[src/sv/deq_pkg.sv]
`timescale 1ns / 1ps
// Package with the sizes, operation codes and status codes of the double-ended queue.
package deq_pkg;

  localparam int DEPTH  = 1024;
  localparam int IDX_W  = $clog2(DEPTH);
  localparam int CNT_W  = $clog2(DEPTH + 1);
  localparam int DATA_W = 32;

  localparam logic [1:0] OP_PUSH_FRONT = 2'd0;
  localparam logic [1:0] OP_PUSH_BACK  = 2'd1;
  localparam logic [1:0] OP_POP_FRONT  = 2'd2;
  localparam logic [1:0] OP_POP_BACK   = 2'd3;

  localparam logic [1:0] ST_PUSH_DONE  = 2'd0;
  localparam logic [1:0] ST_POP_DONE   = 2'd1;
  localparam logic [1:0] ST_POP_EMPTY  = 2'd2;
  localparam logic [1:0] ST_PUSH_FULL  = 2'd3;

  // Commands from the controller to the datapath.
  typedef struct packed {
    logic accept;    // take the input word and perform its access
    logic load_out;  // move the finished result into the output register
  } deq_cmd_t;

endpackage

[src/sv/deq_ctrl.sv]
`timescale 1ns / 1ps
// Controller state machine: sequences the memory access and the output register.
module deq_ctrl (
  input  logic              clk,
  input  logic              rst_n,
  input  logic              in_valid,
  output logic              in_ready,
  input  logic              out_ready,
  output logic              out_valid,
  output deq_pkg::deq_cmd_t cmd
);

  typedef enum logic [1:0] {
    S_IDLE   = 2'b01,
    S_ACCESS = 2'b10
  } state_t;

  state_t state_r, state_nxt;
  logic   out_valid_r, out_valid_nxt;

  assign in_ready     = (state_r == S_IDLE);
  assign cmd.accept   = in_ready && in_valid;
  // The result enters the output register once the previous word has left or is leaving.
  assign cmd.load_out = (state_r == S_ACCESS) && (!out_valid_r || out_ready);
  assign out_valid    = out_valid_r;

  always_comb begin
    state_nxt = state_r;
    unique case (state_r)
      S_IDLE: begin
        if (cmd.accept) state_nxt = S_ACCESS;
      end
      S_ACCESS: begin
        if (cmd.load_out) state_nxt = S_IDLE;
      end
      default: state_nxt = S_IDLE;
    endcase
  end

  always_comb begin
    out_valid_nxt = out_valid_r;
    if (out_valid_r && out_ready) out_valid_nxt = 1'b0;
    if (cmd.load_out) out_valid_nxt = 1'b1;
  end

  always_ff @(posedge clk) begin
    if (!rst_n) begin
      state_r     <= S_IDLE;
      out_valid_r <= 1'b0;
    end else begin
      state_r     <= state_nxt;
      out_valid_r <= out_valid_nxt;
    end
  end

endmodule

[config.mk]
export PLATFORM = sky130hd
export DESIGN_NAME = deq_ctrl
export DESIGN_NICKNAME = d
export VERILOG_FILES = /design/src/sv/deq_pkg.sv /design/src/sv/deq_ctrl.sv
export SDC_FILE = /design/constraint.sdc
export NUM_CORES = 1
export LEC_CHECK = 0
export CORE_AREA = 4 4 41 43
export DETAILED_ROUTE_END_ITERATION = 8
export DIE_AREA = 0 0 45 47
export DONT_BUFFER_PORTS = 1
export SLEW_MARGIN = 30
export SYNTH_ARGS = -nofsm -noshare
export SYNTH_HDL_FRONTEND = slang
export SYNTH_SLANG_ARGS = --single-unit
[constraint.sdc]
create_clock -name clk -period 1.3 [get_ports clk]
set_input_delay 0 -clock clk [delete_from_list [all_inputs] [get_ports clk]]
set_output_delay 0 -clock clk [all_outputs]
set_load 0.005 [all_outputs]
==> key figures <==
CTS
  – Setup bufs post-CTS: 0
  – Hold_buf cts: 2
  – CTS tree: done
  – Post_cts resized: 0
  – Cts bufs inserted: 3
  – Worst skew pair latency: 0.23 ns
  – Sink Count: 3
  – Root Driver: clkbuf_4
  – Reg clk slew, reported paths: 0.04 ns
  – Worst-case clock buffer depth: 2
  – H-tree depth: 1

Finish
  – Post-Route Utilization: 0.1471
  – N_diodes: 0
  – Post-synthesis to final-layout area growth: 42.99%
  – Nets@finish: 23
  – Layout cells sized above 1: 0.1667
  – Commonest cells after routing, fill and taps aside: clkbuf_4, dfxtp_1, nand2b_1, nor2b_1, dlygate4sd3_1
  – Final std cells w/o fill: 33
  – Fillers: 154

Power and ir drop
  – Tot Pwr: 283.2 uW
  – Switching Share: 0.2098
  – Psw: 59.39 uW
  – Comb pwr share: 0.066
  – Seq pwr share: 0.355
  – Cell-internal power: 223.8 uW
  – Max VDD drop: 0.2413 mV
  – Clk pwr share: 0.579
  – P per Cell Area: 1479 mW/mm^2
  – LEAKAGE: 0.00007294 uW

Global route
  – GRT Total Usage: 0.04815
  – Global route total overflow: 0
  – Largest net degree at the start of global routing: 5
  – Global-route wire length before repair: 572 microns
  – Initial antenna violation count: 0
  – Number of global-route vias before repair: 131

Synthesis
  – Post-synth net total: 17
  – Yosys warnings: 0
  – Post-synthesis cell count: 13
  – Synthesis-stage register bit count: 3
  – Syn Area/Cell: 10.30 sq um
  – Leading area contributor after synthesis: dfxtp_1
  – Post-Syn Area: 133.9 sq um
  – Top cell type's share of synthesized area: 0.4486
  – Top cells by area, synth: dfxtp_1, and4bb_1, nand2b_1, nor2b_1, and3b_1
  – Unique masters post-synth: 9
  – Seq/Total Area, Yosys: 0.4486

STA
  – Clk_skew: 0.003320 ns
  – Tmin final: 0.8686 ns
  – Pins Over Slew Limit: 0
  – Final worst slack: 0.4314 ns
  – Final setup violating endpoints: 0
  – Final Hold Fails: 0
  – Max Clock Freq: 1151 MHz
  – Setup TNS: 0 ns
  – Slew headroom: 0.9067
  – Worst-margin pin slew: 0.1397 ns
  – RSZ-0062 raised after global routing: false
  – Final Cycle Share: 0.6682

Worst setup path
  – Critical path endpoint category: register
  – Kind of critical path: reg -> reg
  – Crit path buffers/inverters: 0
  – Worst path max stage delay: 0.35 ns
  – CP Cell Sequence: and3b_1 > o21a_1
  – Cell type of the slowest stage on the worst timing path: dfxtp_1
  – Max FO, Critical Path: 4
  – Critical path depth in cells: 2
  – R2r worst-path depth: 2
  – Crit path max-delay family: flip-flops
  – Critical Path Start Type: register
  – Worst Path Required: 1.43 ns
  – Worst EP arrival: 0.99 ns

Place
  – Final HPWL DP: 241.1 microns
  – Placer congestion estimate: 0.5726
  – Placed Cells: 27
  – Input/output buffers: 0
  – Post-Place Setup Slack: 0.4235 ns

Floorplan
  – Core box area: 0.001301 sq mm
  – Die width: 45 microns
  – Ports: 8
  – Die H: 47 microns
  – Initial Util: 0.1029
  – Die area: 0.002115 sq mm
  – Rows: 13

Hold path
  – Hold crit path type: in -> reg
  – Hold Crit Depth: 2

Route
  – Vias per cell: 3.182
  – Post-route DRC: 0
  – DR pass1 iterations: 2
  – Post-DRT Antenna Nets: 0
  – Initial DRC count: 2
  – Wire per inst: 9.515 microns
  – Routed vias: 105
  – Final WL: 314 microns

Status
  – Outcome: complete, no violations

Flow run
  – # Max-Cap Violations: 0
-- layout make-up --
cell class	instances	area [sq um]	share of cell area
Sequential cell	3	60.06	0.3137
Multi-Input combinational cell	9	66.31	0.3464
Clock buffer	4	26.28	0.1373
Tap cell	15	18.77	0.09804
Timing Repair Buffer	2	20.02	0.1046
-- stage by stage --
step           hold WS, ns  area, sq um
3_5_place_dp       0.09406        145.1
4_1_cts             0.1114        191.4
5_1_grt             0.1580        191.4
2_1_floorplan      0.07999        133.9
3_3_place_gp       0.08381        145.1
6_report            0.1104        191.4
-- registers in the layout, summed over array words and instances, names as in the netlist --
| name | flops |
|---|---|
| state_r | 2 |
| out_valid | 1 |
-- synthesized netlist by cell type --
library cell  number
a21boi_1           1
and3b_1            1
and4bb_1           1
buf_4              1
dfxtp_1            3
nand2b_1           2
nor2b_1            2
o21a_1             1
o21ai_1            1
-- power by group through the flow --
stage               clock [uW]  sequential (uW)  combinational, uW
CTS                        170              101               19.3
global route               178              102               21.2
finish                     164              101               18.7
global placement             0              102               13.4
floorplan                    0              101               13.0
detailed placement           0              102               13.8
-- path summary, 6_finish.rpt --
path / start / end / slack (ns)
max: state_r[1] / state_r[1] / 0.43
min: in_valid / state_r[0] / 0.11
max reg2reg: state_r[1] / state_r[1] / 0.43
min reg2reg: state_r[1] / out_valid / 0.52
-- metal layers --
metal,track usage,part of all wire
met5,0,0
met4,0.07018,0
met3,0.05747,0.19
met2,0.05932,0.50
met1,0.02948,0.30
-- kinds of logic after synthesis --
kind of cell	after synthesis	synth area share
compound gates	3	0.1495
simple gates	6	0.3458
buf+inv	1	0.05610
flops	3	0.4486
Note: power is estimated with default switching activity, not from simulation.
